File: src/hw/rtl/kpd_pkg.sv
// Shared types, widths and constants of the keypad scanner.
`default_nettype none

package kpd_pkg;

    localparam int LINE_BITS   = 4;
    localparam int COLUMN_BITS = 4;
    localparam int TIMER_W     = 16;
    localparam int CODE_W      = 8;
    localparam int KEY_W       = 4;
    localparam int CFG_IDX_W   = 3;

    // Register indexes of the configuration port
    localparam logic [CFG_IDX_W-1:0] REG_FILTER_TICKS    = 3'd0;
    localparam logic [CFG_IDX_W-1:0] REG_LONG_TARGET     = 3'd1;
    localparam logic [CFG_IDX_W-1:0] REG_LONG_LIMIT      = 3'd2;
    localparam logic [CFG_IDX_W-1:0] REG_CODE_SHORT_DOWN = 3'd3;
    localparam logic [CFG_IDX_W-1:0] REG_CODE_SHORT_UP   = 3'd4;
    localparam logic [CFG_IDX_W-1:0] REG_CODE_LONG_DOWN  = 3'd5;
    localparam logic [CFG_IDX_W-1:0] REG_CODE_LONG_UP    = 3'd6;

    localparam logic CMD_TICK = 1'b0;
    localparam logic CMD_POLL = 1'b1;

    typedef enum logic [4:0] {
        ST_IDLE     = 5'b00001,
        ST_DEBOUNCE = 5'b00010,
        ST_DECODE   = 5'b00100,
        ST_HELD     = 5'b01000,
        ST_RELEASE  = 5'b10000
    } t_step;

    typedef struct packed {
        logic [TIMER_W-1:0] filter_ticks;
        logic [TIMER_W-1:0] long_target;
        logic [TIMER_W-1:0] long_limit;
        logic [CODE_W-1:0]  code_short_down;
        logic [CODE_W-1:0]  code_short_up;
        logic [CODE_W-1:0]  code_long_down;
        logic [CODE_W-1:0]  code_long_up;
    } t_cfg;

    typedef struct packed {
        logic              event_valid;
        logic [CODE_W-1:0] event_code;
        logic [KEY_W-1:0]  key_index;
        logic              read_lines_mode;
    } t_result;

endpackage

`default_nettype wire

File: src/hw/rtl/kpd_decode.sv
// Line/column code to key number table.
`default_nettype none

module kpd_decode
    import kpd_pkg::*;
(
    input  wire logic [LINE_BITS-1:0]   i_lines,
    input  wire logic [COLUMN_BITS-1:0] i_columns,
    output logic                        o_hit,
    output logic [KEY_W-1:0]            o_key
);

    always_comb begin
        o_hit = 1'b1;
        unique case ({i_lines, i_columns})
            8'h88: o_key = 4'd0;
            8'h48: o_key = 4'd1;
            8'h28: o_key = 4'd2;
            8'h18: o_key = 4'd3;
            8'h84: o_key = 4'd4;
            8'h44: o_key = 4'd5;
            8'h24: o_key = 4'd6;
            8'h14: o_key = 4'd7;
            8'h82: o_key = 4'd8;
            8'h42: o_key = 4'd9;
            8'h22: o_key = 4'd10;
            8'h12: o_key = 4'd11;
            8'h81: o_key = 4'd12;
            8'h41: o_key = 4'd13;
            // two-key combinations
            8'h38: o_key = 4'd10;
            8'hc4: o_key = 4'd11;
            8'h34: o_key = 4'd12;
            8'hc2: o_key = 4'd13;
            8'hac: o_key = 4'd14;
            8'h54: o_key = 4'd15;
            default: begin
                o_hit = 1'b0;
                o_key = '0;
            end
        endcase
    end

endmodule

`default_nettype wire

File: src/hw/rtl/kpd_fsm.sv
// Scan state machine: debounce timer, decode, hold counter and event selection.
`default_nettype none

module kpd_fsm
    import kpd_pkg::*;
(
    input  wire logic                   i_clk,
    input  wire logic                   i_rst_n,
    input  wire logic                   i_fire,
    input  wire logic                   i_command,
    input  wire logic [COLUMN_BITS-1:0] i_column_bits,
    input  wire logic [LINE_BITS-1:0]   i_line_bits,
    input  wire t_cfg                   i_cfg,
    output t_result                     o_result
);

    t_step                   r_step, n_step;
    logic [TIMER_W-1:0]      r_timer, n_timer;
    logic [TIMER_W-1:0]      r_hold, n_hold;
    logic [KEY_W-1:0]        r_key, n_key;
    logic [LINE_BITS-1:0]    r_lines, n_lines;
    logic [COLUMN_BITS-1:0]  r_cols, n_cols;
    logic                    r_pressed, n_pressed;
    logic                    r_mode, n_mode;

    logic                    dec_hit;
    logic [KEY_W-1:0]        dec_key;
    logic                    expired;
    logic [TIMER_W:0]        wait_sum;
    logic [TIMER_W-1:0]      release_wait;
    logic [TIMER_W-1:0]      hold_inc;
    logic                    ev_valid;
    logic [CODE_W-1:0]       ev_code;

    kpd_decode u_decode (
        .i_lines   (i_line_bits),
        .i_columns (r_cols),
        .o_hit     (dec_hit),
        .o_key     (dec_key)
    );

    assign expired      = (r_timer == '0);
    assign wait_sum     = {1'b0, i_cfg.filter_ticks} + {1'b0, i_cfg.filter_ticks};
    assign release_wait = wait_sum[TIMER_W] ? {TIMER_W{1'b1}} : wait_sum[TIMER_W-1:0];
    assign hold_inc     = r_hold + 1'b1;

    always_comb begin
        n_step    = r_step;
        n_timer   = r_timer;
        n_hold    = r_hold;
        n_key     = r_key;
        n_lines   = r_lines;
        n_cols    = r_cols;
        n_pressed = r_pressed;
        n_mode    = r_mode;
        ev_valid  = 1'b0;
        ev_code   = '0;

        if (i_command == CMD_TICK) begin
            if (!expired) begin
                n_timer = r_timer - 1'b1;
            end
        end else begin
            unique case (r_step)
                ST_DEBOUNCE: begin
                    if (expired) begin
                        n_cols = i_column_bits;
                        n_step = (i_column_bits != '0) ? ST_DECODE : ST_IDLE;
                    end
                end
                ST_DECODE: begin
                    if (expired) begin
                        n_lines = i_line_bits;
                        if (dec_hit) begin
                            n_key  = dec_key;
                            n_step = ST_HELD;
                            n_mode = 1'b1;
                        end else begin
                            n_step = ST_IDLE;
                            n_mode = 1'b0;
                        end
                    end
                end
                ST_HELD: begin
                    if (expired) begin
                        if (!r_pressed) begin
                            n_pressed = 1'b1;
                            if (i_cfg.code_short_down != '0) begin
                                ev_valid = 1'b1;
                                ev_code  = i_cfg.code_short_down;
                            end
                        end
                        if (r_lines == i_line_bits) begin
                            if (i_cfg.long_target != '0 && r_hold < i_cfg.long_limit) begin
                                n_hold = hold_inc;
                                // long press wins a tie with the press event
                                if (hold_inc == i_cfg.long_target &&
                                    i_cfg.code_long_down != '0) begin
                                    ev_valid = 1'b1;
                                    ev_code  = i_cfg.code_long_down;
                                end
                            end
                            n_timer = i_cfg.filter_ticks;
                        end else begin
                            n_step  = ST_RELEASE;
                            n_timer = release_wait;
                        end
                    end
                end
                ST_RELEASE: begin
                    if (expired) begin
                        if (r_hold >= i_cfg.long_target) begin
                            if (i_cfg.code_long_up != '0) begin
                                ev_valid = 1'b1;
                                ev_code  = i_cfg.code_long_up;
                            end
                        end else if (i_cfg.code_short_up != '0) begin
                            ev_valid = 1'b1;
                            ev_code  = i_cfg.code_short_up;
                        end
                        n_pressed = 1'b0;
                        n_step    = ST_IDLE;
                        n_mode    = 1'b0;
                    end
                end
                default: begin
                    n_step = ST_IDLE;
                    n_cols = i_column_bits;
                    if (i_column_bits != '0) begin
                        n_step  = ST_DEBOUNCE;
                        n_hold  = '0;
                        n_timer = i_cfg.filter_ticks;
                    end
                end
            endcase
        end
    end

    always_comb begin
        o_result.event_valid     = ev_valid;
        o_result.event_code      = ev_code;
        o_result.key_index       = ev_valid ? n_key : '0;
        o_result.read_lines_mode = n_mode;
    end

    always_ff @(posedge i_clk) begin
        if (!i_rst_n) begin
            r_step    <= ST_IDLE;
            r_timer   <= '0;
            r_hold    <= '0;
            r_key     <= '0;
            r_lines   <= '0;
            r_cols    <= '0;
            r_pressed <= 1'b0;
            r_mode    <= 1'b0;
        end else if (i_fire) begin
            r_step    <= n_step;
            r_timer   <= n_timer;
            r_hold    <= n_hold;
            r_key     <= n_key;
            r_lines   <= n_lines;
            r_cols    <= n_cols;
            r_pressed <= n_pressed;
            r_mode    <= n_mode;
        end
    end

endmodule

`default_nettype wire

File: src/hw/rtl/kpd_outbuf.sv
// Result register with a skid stage behind it.
`default_nettype none

module kpd_outbuf
    import kpd_pkg::*;
(
    input  wire logic    i_clk,
    input  wire logic    i_rst_n,
    input  wire logic    i_push,
    input  wire t_result i_data,
    output logic         o_can_push,
    output logic         o_valid,
    input  wire logic    i_ready,
    output t_result      o_data,
    output logic         o_skid_full
);

    logic    r_out_valid;
    logic    r_skid_valid;
    t_result r_out;
    t_result r_skid;
    logic    out_free;

    assign out_free    = !r_out_valid || i_ready;
    assign o_can_push  = !r_skid_valid;
    assign o_valid     = r_out_valid;
    assign o_data      = r_out;
    assign o_skid_full = r_skid_valid;

    always_ff @(posedge i_clk) begin
        if (!i_rst_n) begin
            r_out_valid  <= 1'b0;
            r_skid_valid <= 1'b0;
        end else if (out_free) begin
            if (r_skid_valid) begin
                r_out_valid  <= 1'b1;
                r_skid_valid <= i_push;
            end else begin
                r_out_valid  <= i_push;
            end
        end else if (i_push) begin
            r_skid_valid <= 1'b1;
        end
    end

    always_ff @(posedge i_clk) begin
        if (out_free) begin
            if (r_skid_valid) begin
                r_out  <= r_skid;
                r_skid <= i_data;
            end else begin
                r_out  <= i_data;
            end
        end else if (i_push) begin
            r_skid <= i_data;
        end
    end

endmodule

`default_nettype wire

File: src/hw/rtl/matrix_keypad_debounce_decoder.sv
// Top level of the 4x4 matrix keypad scanner with debounce and long-press events.
// Usage
//   Input channel (i_in_valid / o_in_ready): one word per tick or poll.
//   i_command low is a timer tick that counts the debounce timer down; high is
//   a poll carrying the sampled column and line bits.
//   Output channel (o_out_valid / i_out_ready): exactly one result word per
//   input word, in order: event flag, event code, key number and the drive
//   mode (o_read_lines_mode) the scan logic should apply next.
//   Each accepted word makes a single pass through the scan machine and the key
//   table; its result is registered in the result register when that is free and
//   the skid entry is empty, else in the skid entry. Throughput: one word per
//   cycle while o_in_ready is high.
//   Stalls: a result register plus one skid entry sit on the output, so one
//   more word is taken while a result waits; o_in_ready drops only when both
//   are full, and rises again as soon as the receiver takes a word.
//   Reset (synchronous, active low): scan machine idle, timers and counters
//   cleared, registers back to their defaults, output buffer empty.
//   Configuration: i_cfg_we writes register i_cfg_index at the edge; write
//   only while the block is idle. Unused indexes are ignored.
`default_nettype none

module matrix_keypad_debounce_decoder
    import kpd_pkg::*;
(
    input  wire logic                   i_clk,
    input  wire logic                   i_rst_n,
    // configuration
    input  wire logic                   i_cfg_we,
    input  wire logic [CFG_IDX_W-1:0]   i_cfg_index,
    input  wire logic [TIMER_W-1:0]     i_cfg_wdata,
    // input words
    input  wire logic                   i_in_valid,
    output logic                        o_in_ready,
    input  wire logic                   i_command,
    input  wire logic [COLUMN_BITS-1:0] i_column_bits,
    input  wire logic [LINE_BITS-1:0]   i_line_bits,
    // result words
    output logic                        o_out_valid,
    input  wire logic                   i_out_ready,
    output logic                        o_event_valid,
    output logic [CODE_W-1:0]           o_event_code,
    output logic [KEY_W-1:0]            o_key_index,
    output logic                        o_read_lines_mode
);

    t_cfg    r_cfg;
    t_result fsm_result;
    t_result out_word;
    logic    fire;
    logic    skid_full;

    // Configuration registers
    always_ff @(posedge i_clk) begin
        if (!i_rst_n) begin
            r_cfg.filter_ticks    <= 16'd5;
            r_cfg.long_target     <= 16'd100;
            r_cfg.long_limit      <= 16'd1000;
            r_cfg.code_short_down <= 8'd1;
            r_cfg.code_short_up   <= 8'd2;
            r_cfg.code_long_down  <= 8'd3;
            r_cfg.code_long_up    <= 8'd4;
        end else if (i_cfg_we) begin
            unique case (i_cfg_index)
                REG_FILTER_TICKS:    r_cfg.filter_ticks    <= i_cfg_wdata;
                REG_LONG_TARGET:     r_cfg.long_target     <= i_cfg_wdata;
                REG_LONG_LIMIT:      r_cfg.long_limit      <= i_cfg_wdata;
                REG_CODE_SHORT_DOWN: r_cfg.code_short_down <= i_cfg_wdata[CODE_W-1:0];
                REG_CODE_SHORT_UP:   r_cfg.code_short_up   <= i_cfg_wdata[CODE_W-1:0];
                REG_CODE_LONG_DOWN:  r_cfg.code_long_down  <= i_cfg_wdata[CODE_W-1:0];
                REG_CODE_LONG_UP:    r_cfg.code_long_up    <= i_cfg_wdata[CODE_W-1:0];
                default: ;
            endcase
        end
    end

    // A word is accepted whenever the skid entry is free
    assign fire = i_in_valid && o_in_ready;

    kpd_fsm u_fsm (
        .i_clk         (i_clk),
        .i_rst_n       (i_rst_n),
        .i_fire        (fire),
        .i_command     (i_command),
        .i_column_bits (i_column_bits),
        .i_line_bits   (i_line_bits),
        .i_cfg         (r_cfg),
        .o_result      (fsm_result)
    );

    kpd_outbuf u_outbuf (
        .i_clk       (i_clk),
        .i_rst_n     (i_rst_n),
        .i_push      (fire),
        .i_data      (fsm_result),
        .o_can_push  (o_in_ready),
        .o_valid     (o_out_valid),
        .i_ready     (i_out_ready),
        .o_data      (out_word),
        .o_skid_full (skid_full)
    );

    assign o_event_valid     = out_word.event_valid;
    assign o_event_code      = out_word.event_code;
    assign o_key_index       = out_word.key_index;
    assign o_read_lines_mode = out_word.read_lines_mode;

`ifndef SYNTHESIS
    // skid entry only fills behind a full result register
    a_skid_behind_out: assert property (@(posedge i_clk) disable iff (!i_rst_n)
        skid_full |-> o_out_valid)
        else $error("skid entry full while result register empty");

    // a reported event never carries a suppressed (zero) code
    a_event_code_nonzero: assert property (@(posedge i_clk) disable iff (!i_rst_n)
        (o_out_valid && o_event_valid) |-> (o_event_code != '0))
        else $error("event reported with zero code");

    // no event means code and key are cleared
    a_no_event_clear: assert property (@(posedge i_clk) disable iff (!i_rst_n)
        (o_out_valid && !o_event_valid) |-> (o_event_code == '0 && o_key_index == '0))
        else $error("event fields set without an event");

    // after an accepted word a result is always valid at the next edge
    a_accept_gives_result: assert property (@(posedge i_clk) disable iff (!i_rst_n)
        fire |=> o_out_valid)
        else $error("accepted word produced no result");
`endif

endmodule

`default_nettype wire
File: config.mk
export PLATFORM = sky130hd
export DESIGN_NAME = matrix_keypad_debounce_decoder
export DESIGN_NICKNAME = d
export VERILOG_FILES = /design/src/hw/rtl/kpd_pkg.sv /design/src/hw/rtl/kpd_decode.sv /design/src/hw/rtl/kpd_fsm.sv /design/src/hw/rtl/kpd_outbuf.sv /design/src/hw/rtl/matrix_keypad_debounce_decoder.sv
export SDC_FILE = /design/constraint.sdc
export NUM_CORES = 1
export LEC_CHECK = 0
export BUFFER_PORTS_ARGS = -buffer_cell sky130_fd_sc_hd__buf_4
export CAP_MARGIN = 20
export CORE_UTILIZATION = 56
export DETAILED_ROUTE_END_ITERATION = 7
export MAX_ROUTING_LAYER = met4
export PLACE_DENSITY = 0.75
export SLEW_MARGIN = 15
export SYNTH_ARGS = -nofsm -noshare
export SYNTH_HDL_FRONTEND = slang
export SYNTH_SLANG_ARGS = --single-unit
export TNS_END_PERCENT = 5
File: constraint.sdc
create_clock -name i_clk -period 3.02 [get_ports i_clk]
set_input_delay 0.453 -clock i_clk [delete_from_list [all_inputs] [get_ports i_clk]]
set_output_delay 0.453 -clock i_clk [all_outputs]
set_load 0.02 [all_outputs]
==> flow_metrics.tcl, run 1 <==
set metrics [dict create \
    antenna_left 0 \
    worst_ep_required_time_ps 3400 \
    die_w_um 129 \
    yosysUniqueCellTypes 79 \
    worst_ep_arrival_time_ps 3290 \
    yosys.area_share.simple 0.252 \
    vias 8404 \
    yosysWarningCount 0 \
    synth_top_family_by_area "simple AND/OR/NAND/NOR gates" \
    min_path_type "in2reg" \
    synth.avg_cell_area_um2 7.88 \
    synth_fp_nets 1207 \
    reg2reg_depth 10 \
    synth_area_um2 8990 \
    critPathMaxFanout 5 \
    placed_cell_area_um2 9740 \
    rows 45 \
    final_common_cell "nand2_1" \
    muxShareOfSynthArea 0.0303 \
    grt_util_all_layers 0.304 \
    fin_crit_sh 0.963 \
    hold_depth 3 \
    ys_ff_latch 161 \
    min_period_ps 2910 \
    maxSlewViolCount 0 \
    postLayoutCoreUtil 0.678 \
    cts_buffer_depth 2 \
    routabilityCongestion 0.963 \
    dieArea_um2 16600 \
    grt_pass1_vias 7516 \
    viasPerCell 5.92 \
    gr-total-overflow 0 \
    start_util 0.583 \
    yosysSeqAreaShare 0.389 \
    hpwl_mm 16.4 \
    worst_pin_slew_ps 916 \
    clock_skew_ps 8.40 \
    drive_above_1_share 0.148 \
    antennaDiodeCount 0 \
    ir_drop_v 0.000344 \
    synth_ff_type "dfxtp_1" \
    stdcell_area_um2 10500 \
    synth-compound-area-share 0.195 \
    drt-total-wl_mm 23.9 \
    synth_edf_count 28 \
    status "finished clean" \
    core_um2 15400 \
    ctsHoldBuffers 0 \
    die_h_um 129 \
    area_growth_pct 16.3 \
    cts.reportedPaths.clkPinSlew_ps 70 \
    layout.nets 1262 \
    max_freq_mhz 344 \
    cts_root_buffer "clkbuf_16" \
    final_cell_mix "nand2_1, dfxtp_1, a21oi_1" \
    drt_iter0_drc 808 \
    crit_path_start_kind "register" \
    powerDensity_nw_per_um2 517 \
    synth_xor_area_frac 0.0341 \
    async_flop_share 0 \
    synth_adder_area_share 0.0459 \
    grt_pass1_wl_mm 38.1 \
    layout_setup_ws_ps 111 \
    setup_viol 0 \
    cts.sinks 161 \
    cts_max_level 4 \
    antenna_found_initial 0 \
    cts_tree "yes" \
    cts_made_buffers 17 \
    critPathKind "reg2reg" \
    drtPass1Iterations 5 \
    rrSetupSlack_ps 110 \
    preCtsSetupSlack_ps 31.4 \
    drv_cap 0 \
    max-slew-margin-rel 0.385 \
    drc 0 \
    fillCellCount 1324 \
    crit_path_end_kind "register" \
    insertion_delay_ps 440 \
    io_pins 49 \
    synthCells 1141 \
    cts_setup_buffers 0 \
    grt_max_degree 103 \
    wl_per_cell_um 16.9 \
    cts-resized-gates 0 \
    hold_viol 0 \
    portBuffers 48 \
    rsz0062_at_grt "yes" \
    leakage_uw 0.00402 \
]
flip-flops by register name, indices dropped and copies added, names as in the netlist:
register,count
u_outbuf.r_skid,14
u_fsm.r_key,4
u_fsm.r_mode,1
u_fsm.r_lines,4
u_outbuf.o_data,14
u_fsm.r_cols,4
u_fsm.r_timer,16
u_outbuf.o_valid,1
r_cfg,80
u_fsm.r_step,5
u_outbuf.o_skid_full,1
u_fsm.r_hold,16
u_fsm.r_pressed,1
worst paths after layout:
check	startpoint	to
min	i_column_bits[0]	u_fsm.r_cols[0]
max	u_fsm.r_timer[0]	u_fsm.r_key[0]
max reg2reg	u_fsm.r_timer[0]	u_fsm.r_key[0]
min reg2reg	r_cfg[46]	r_cfg[46]
synth_stat cells (2+ instances only):
| library cell | n | area (µm²) |
|---|---|---|
| a211o_1 | 2 | 17.5 |
| o41ai_1 | 4 | 35.0 |
| nand2_1 | 229 | 860 |
| and4_1 | 2 | 17.5 |
| a22oi_1 | 8 | 60.1 |
| or3_1 | 9 | 56.3 |
| nor2_1 | 86 | 323 |
| xnor2_1 | 18 | 158 |
| mux2_4 | 2 | 30.0 |
| and3_1 | 13 | 81.3 |
| o21bai_1 | 2 | 15.0 |
| nand2b_1 | 21 | 131 |
| nor2b_1 | 9 | 56.3 |
| dfxtp_1 | 133 | 2660 |
| nand3_1 | 21 | 105 |
| mux2i_1 | 13 | 130 |
| nor3_1 | 23 | 115 |
| mux2_2 | 10 | 113 |
| buf_6 | 3 | 33.8 |
| edfxtp_1 | 28 | 841 |
| a21o_1 | 7 | 52.6 |
| nor4_4 | 2 | 42.5 |
| nor3b_1 | 2 | 15.0 |
| ha_1 | 33 | 413 |
| or4_4 | 2 | 22.5 |
| a221oi_1 | 4 | 35.0 |
| or3_2 | 2 | 15.0 |
| nand4_1 | 10 | 62.6 |
| o31ai_1 | 11 | 82.6 |
| nor3_2 | 2 | 20.0 |
| a211oi_1 | 3 | 22.5 |
| o21ai_0 | 74 | 370 |
| and2b_1 | 2 | 15.0 |
| nor4_1 | 20 | 125 |
| xor2_1 | 17 | 149 |
| a31oi_1 | 10 | 62.6 |
| buf_2 | 9 | 45.0 |
| or4_1 | 5 | 37.5 |
| o21a_1 | 5 | 37.5 |
| a21oi_1 | 116 | 581 |
| nand3b_1 | 3 | 22.5 |
| inv_1 | 50 | 188 |
| clkbuf_1 | 51 | 191 |
| o211ai_1 | 30 | 225 |
through the flow:
stage | setup TNS (ps) | power [µW] | hold slack [ps] | instances
finish | 0 | 5410 | 272 | 1420
global route | -36.4 | 5590 | 287 | 1420
CTS | 0 | 5400 | 270 | 1419
detailed placement | 0 | 3050 | 447 | 1387
global placement | 0 | 3040 | 443 | 1387
floorplan | 0 | 2800 | 436 | 1141
layer usage:
metal | routed length (µm) | GRT usage | share of wire | vias to the layer above
li1 | - | - | - | 4131
met3 | 1610 | 0.0565 | 0.067 | 38
met4 | 406 | 0.0962 | 0.017 | 0
met5 | 0 | - | 0 | -
met2 | 11200 | 0.476 | 0.47 | 313
met1 | 10700 | 0.398 | 0.45 | 3922
layout make-up:
class / count / area [µm²] / area share
Multi-Input combinational cell: 865 / 5080 / 0.485
Sequential cell: 161 / 3510 / 0.335
Timing Repair Buffer: 101 / 782 / 0.0747
Clock buffer: 17 / 425 / 0.0407
Tap cell: 211 / 264 / 0.0252
Clock inverter: 15 / 219 / 0.0209
Inverter: 50 / 188 / 0.0179
critical path: stages (launching register included):
cell and delay [ps]:
dfxtp_1 340, inv_1 90, ha_1 160, or2b_4 280
nand3b_2 230, or3_4 410, or2_1 250, or3_4 420
mux2_4 340, mux2_4 270, nor2_2 70
where the power goes:
group          internal (µW)  total (µW)  switching [µW]
Clock                   1410        2380             964
Sequential              2260        2320            66.2
Combinational            279         710             431
Total                   3950        5410            1460
logic make-up after synthesis:
family	after synthesis
flip-flops	161
multiplexers	25
adder cells (fa/ha/maj)	33
AND/OR/NAND/NOR	479
XOR/XNOR	35
AO/OA/AOI/OAI	293
buffers and inverters	115
(Power assumes the default switching activity.)
==> run 2: changes to the inputs <==
SYNTH_HIERARCHICAL = 1   (was not set)
==> run 2 against run 1 <==
Hold slack better by 13 ps. Register-to-register slack worse by 20 ps. First-iteration DRC count down 21%. Sequential share of layout area down 1.2 points. Power down 1.5%. Clock power down 3%. Cell area up 3.8%. Wire length down 1.9%. Die area up 3.5%. Utilization down 0.20 points. Clock-buffer cell count up 1. Global-route usage down 1.3 points. Critical endpoint is now u_outbuf/o_data[11].
==> flow_metrics.tcl, run 2 <==
set metrics [dict create \
    worst_ep_arrival_time_ps 3110 \
    rows 46 \
    antenna_left 0 \
    synth.avg_cell_area_um2 8.75 \
    worstReg2RegEnd "u_outbuf/o_data[11]" \
    antenna_found_initial 0 \
    dieArea_um2 17200 \
    crit_chain "buf_4 > nand3_1 > xnor2_1 > a2111oi_2 > o2111a_1 > nand4_1 > nor3_2 > buf_4 > mux2i_1 > o22ai_1 > mux2_2" \
    cts.sinks 161 \
    drc 0 \
    die_w_um 131 \
    max_freq_mhz 341 \
    rsz0062_at_grt "yes" \
    start_util 0.580 \
    yosysTopAreaCell "dfxtp_1" \
    crit_path_end "u_outbuf/o_data[11]" \
    synth_fp_nets 1131 \
    drt_iter0_drc 639 \
    drtPass1Iterations 6 \
    crit_slowest_cell "a2111oi_2" \
    cts_setup_buffers 0 \
    gr-total-overflow 0 \
    fin_hold_ws_ps 285 \
    slowest_delay_ps 390 \
    path_depth 11 \
    hold_viol 0 \
    crit_top_cell "buf_4" \
    critPathKind "reg2reg" \
    yosysMostFrequentCell "nand2_1" \
    crit_path_end_kind "register" \
    timing.rr.start "u_fsm/r_hold[2]" \
    powerDensity_nw_per_um2 491 \
    io_pins 49 \
    final_common_cell "nand2_1" \
    hpwl_mm 16.8 \
    yosysSeqAreaShare 0.376 \
    largest_reg_flops 80 \
    fillCellCount 1284 \
    clock_skew_ps 13.7 \
    rrSetupSlack_ps 90 \
    leakage_uw 0.00455 \
    cp_num_buf_inv 2 \
    cts.reportedPaths.clkPinSlew_ps 70 \
    viasPerCell 5.98 \
    die_h_um 131 \
    drv_cap 0 \
    reg2reg_depth 11 \
    layout.nets 1198 \
    cts_tree "yes" \
    maxSlewViolCount 0 \
    vias 8139 \
    grt_pass1_wl_mm 37.5 \
    timing.critical_path.max_delay_family "compound AO/OA/AOI/OAI gates" \
    synth_edf_count 28 \
    yosysUniqueCellTypes 87 \
    area_growth_pct 16.5 \
    wl_per_cell_um 17.2 \
    worst_pin_slew_ps 985 \
    synthCells 1065 \
    status "finished clean" \
    cts_made_buffers 17 \
    regMostFlops "r_cfg" \
    crit_start "u_fsm/r_hold[2]" \
    portBuffers 48 \
    grt_pass1_vias 7522 \
    max-slew-margin-rel 0.343 \
    yosys-top-cells-count "nand2_1, dfxtp_1, mux2i_1" \
    crit_path_start_kind "register" \
    antennaDiodeCount 0 \
    min_period_ps 2930 \
    grt_max_degree 113 \
    final_cell_mix "nand2_1, dfxtp_1, buf_4" \
    critPathMaxFanout 8 \
    setup_viol 0 \
    totalPowerFinal_uw 5330 \
    top_regs "r_cfg (80), u_fsm/r_hold (16), u_fsm/r_timer (16)" \
    drt-total-wl_mm 23.5 \
    synth_area_um2 9320 \
    cts_buffer_depth 2 \
    tns_ps 0 \
    worst_ep_required_time_ps 3200 \
    fin_crit_sh 0.971 \
    insertion_delay_ps 430 \
    drive_above_1_share 0.183 \
    synth_ff_type "dfxtp_1" \
    ir_drop_v 0.000412 \
    synthTopCellsByArea "dfxtp_1, mux2i_1, edfxtp_1, nand2_1, ha_1" \
    cts_max_level 4 \
    synth_top_area_share 0.286 \
    cts_root_buffer "clkbuf_16" \
    core_um2 16100 \
    ys_ff_latch 161 \
    min_path_type "in2reg" \
    yosysWarningCount 6 \
    grt_util_all_layers 0.291 \
    routabilityCongestion 0.944 \
    async_flop_share 0 \
]
run 2: how the worst min path moves through the flow:
stage	slack (ps)	depth (start not counted)	endpoint	from
detailed placement	450	2	u_fsm/r_key[0]	u_fsm/r_key[0]
CTS	280	3	u_fsm/r_cols[2]	i_column_bits[2]
global route	300	3	u_fsm/r_cols[2]	i_column_bits[2]
global placement	440	2	u_fsm/r_key[0]	u_fsm/r_key[0]
floorplan	430	2	r_cfg[32]	r_cfg[32]
finish	290	3	u_fsm/r_cols[2]	i_column_bits[2]
run 2: what timing repair did:
action                     in CTS  in global routing
setup endpoints to repair      13                 19
hold buffers                    0                  0
gates resized for setup         3                 19
pin swaps                       0                  3
run 2: kinds of logic (layout without fill, tap and decap cells):
kind of cell    Yosys count  after routing  share of synthesized area
fa+ha+maj                33             33                     0.0443
flops                   161            161                      0.376
mux                     120            120                      0.133
buf+inv                 121            201                     0.0565
simple gates            402            402                      0.219
compound gates          203            203                      0.147
xor+xnor                 25             25                     0.0235
run 2: metrics by stage:
step / cell area [µm²] / setup slack (ps) / utilization / cells
after floorplan: 9320 / 57.6 / - / 1065
after detailed placement: 10200 / -149 / 0.634 / 1329
after CTS: 10800 / 23.1 / 0.674 / 1361
final: 10900 / 88.1 / 0.676 / 1361
after global routing: 10900 / -16.8 / 0.676 / 1361
after global placement: 10200 / -143 / 0.634 / 1329
run 2: area by class of cell:
class | count | area [µm²] | area share
inverter | 54 | 203 | 0.0187
clock buffer | 18 | 439 | 0.0404
tap | 216 | 270 | 0.0249
timing repair buffer | 115 | 901 | 0.0830
clock inverter | 14 | 190 | 0.0175
sequential | 161 | 3510 | 0.324
multi-input combinational | 783 | 5340 | 0.492
run 2: tightest hold or removal path, cell delays in order:
cell and delay (ps):
buf_4 90, mux2i_1 60, nor2_1 70
run 2: metal layers:
layer,global-route usage,up-vias,part of all wire,routed length (µm)
met5,-,-,0,0
met2,0.467,283,0.48,11200
met4,0.109,0,0.026,612
met3,0.0529,49,0.060,1410
met1,0.365,3830,0.44,10300
li1,-,3977,-,-
run 2: power by group:
part / switching [µW] / internal [µW] / total, µW
Combinational: 416 / 287 / 702
Sequential: 62.1 / 2260 / 2320
Clock: 952 / 1360 / 2310
Total: 1430 / 3900 / 5330
==> run 3: changes to the inputs <==
==> constraint.sdc (replaced) <==
create_clock -name i_clk -period 3.02 [get_ports i_clk]
set_input_delay 0.604 -clock i_clk [delete_from_list [all_inputs] [get_ports i_clk]]
set_output_delay 0.604 -clock i_clk [all_outputs]
set_load 0.02 [all_outputs]
==> run 3 against run 2 <==
Critical path depth increased by 2. Power increased by 0.50%. Sequential power about the same. Via count increased by 1.3%. Die area unchanged. Combinational power increased by 1%. Sequential share of layout area decreased by 0.42 points. Clock power about the same. Setup slack improved by 20 ps. Cell area increased by 1.5%. First-iteration DRC count increased by 4.1%. Highest routed layer unchanged.
==> flow_metrics.tcl, run 3 (synthesized netlist as in run 2, its figures left out) <==
set metrics [dict create \
    hold_depth 3 \
    ctsHoldBuffers 0 \
    status "finished clean" \
    min_period_ps 2910 \
    drc 0 \
    drv_cap 0 \
    grt_pass1_vias 7741 \
    timing.rr.start "u_fsm/r_hold[0]" \
    antennaDiodeCount 0 \
    final_cell_mix "nand2_1, buf_4, dfxtp_1" \
    layout_setup_ws_ps 108 \
    setup_viol 0 \
    largest_reg_flops 80 \
    reg2reg_depth 13 \
    insertion_delay_ps 430 \
    tns_ps 0 \
    cts_max_level 4 \
    crit_path_end_kind "register" \
    gr-total-overflow 0 \
    drtPass1Iterations 5 \
    rrSetupSlack_ps 110 \
    drive_above_1_share 0.200 \
    fin_crit_sh 0.964 \
    die_w_um 131 \
    cts_made_buffers 17 \
    critPathMaxFanout 9 \
    grt_max_degree 50 \
    crit_top_cell "buf_4" \
    area_growth_pct 18.3 \
    final_common_cell "nand2_1" \
    worst_ep_arrival_time_ps 3100 \
    top_regs "r_cfg (80), u_fsm/r_hold (16), u_fsm/r_timer (16)" \
    start_util 0.580 \
    instances_no_fill 1375 \
    cts.reportedPaths.clkPinSlew_ps 70 \
    placed_cell_area_um2 10200 \
    layout.nets 1212 \
    drt-total-wl_mm 24.4 \
    max-slew-margin-rel 0.358 \
    maxSlewViolCount 0 \
    max_freq_mhz 343 \
    grt_pass1_wl_mm 38.9 \
    rows 46 \
    wl_met3_mm 1.23 \
    cts.sinks 161 \
    routabilityCongestion 0.947 \
    hpwl_mm 17.2 \
    slowest_delay_ps 350 \
    powerDensity_nw_per_um2 486 \
    stdcell_area_um2 11000 \
    wl_per_cell_um 17.8 \
    antenna_left 0 \
    cts_root_buffer "clkbuf_16" \
    min-delay-start "i_column_bits[3]" \
    ir_drop_v 0.000429 \
    die_h_um 131 \
    antenna_found_initial 0 \
    core_um2 16100 \
    whs_endpoint "u_fsm/r_cols[3]" \
    fillCellCount 1269 \
    vias 8246 \
    top_layer_used "met4" \
    dp_cells 1337 \
    io_pins 49 \
    hold_viol 0 \
    met2_length_mm 11.6 \
    crit_path_start_kind "register" \
    cts_buffer_depth 2 \
    dieArea_um2 17200 \
    drt_iter0_drc 665 \
    met1_length_mm 10.7 \
    viasPerCell 6.00 \
    fin_hold_ws_ps 427 \
    min_path_type "in2reg" \
    grt_util_all_layers 0.305 \
    worst_pin_slew_ps 963 \
    portBuffers 48 \
    crit_slowest_cell "dfxtp_2" \
    worst_ep_required_time_ps 3210 \
    leakage_uw 0.00465 \
    preCtsSetupSlack_ps -91.9 \
    crit_chain "buf_4 > inv_1 > ha_1 > nand2b_1 > nand3_1 > a211oi_1 > nor4_1 > nor2_1 > buf_4 > buf_4 > mux2i_1 > o221ai_2 > mux2_4" \
    regMostFlops "r_cfg" \
    critPathKind "reg2reg" \
    worstReg2RegEnd "u_outbuf/o_data[9]" \
    clock_skew_ps 6.82 \
    cts_tree "yes" \
]
-- run 3: how the worst max path moves through the flow --
stage	end	startpoint	slack (ps)
after detailed placement	u_outbuf/o_data[11]	i_line_bits[1]	-90
after floorplan	u_outbuf/o_data[13]	u_fsm/r_hold[0]	60
final	u_outbuf/o_data[9]	u_fsm/r_hold[0]	110
after CTS	u_outbuf/o_data[2]	u_fsm/r_hold[0]	30
after global placement	u_outbuf/o_data[11]	i_line_bits[1]	-50
after global routing	u_outbuf/o_data[12]	u_fsm/r_timer[0]	-20
-- run 3: routing by layer --
metal	GRT usage	vias to the layer above
li1	-	3994
met1	0.377	3933
met2	0.484	261
met3	0.0566	58
met4	0.139	0
met5	-	-
-- run 3: critical path: cells and delay by family (launching register included) --
family | cells | cell delay, ps
multiplexers | 2 | 640
buffers and inverters | 4 | 520
AND/OR/NAND/NOR | 4 | 430
AO/OA/AOI/OAI | 2 | 420
flip-flops | 1 | 350
adder cells (fa/ha/maj) | 1 | 290
-- run 3: per-stage QoR --
step                 util  power (µW)
global placement    0.638        3050
CTS                 0.677        5370
finish              0.687        5350
floorplan               -        2810
global route        0.687        5560
detailed placement  0.638        3060
-- run 3: power breakdown --
group          internal (µW)  total, µW  switching (µW)
registers               2260       2320            62.6
logic                    293        711             418
clock network           1320       2330            1010
total                   3870       5350            1490
-- run 3: repair_timing --
action / in CTS / in global routing
setup buffers: 0 / 6
pin swaps: 0 / 9
gates resized for setup: 2 / 35
setup endpoints to repair: 10 / 18
-- run 3: final cells by class --
cell class,instances,area [µm²],share of cell area
multi-input cells,783,5380,0.488
flip-flops and latches,161,3520,0.319
repair buffers,129,1010,0.0919
clock buffers,18,450,0.0409
well taps,216,270,0.0245
inverters,54,203,0.0184
clock inverters,14,188,0.0170
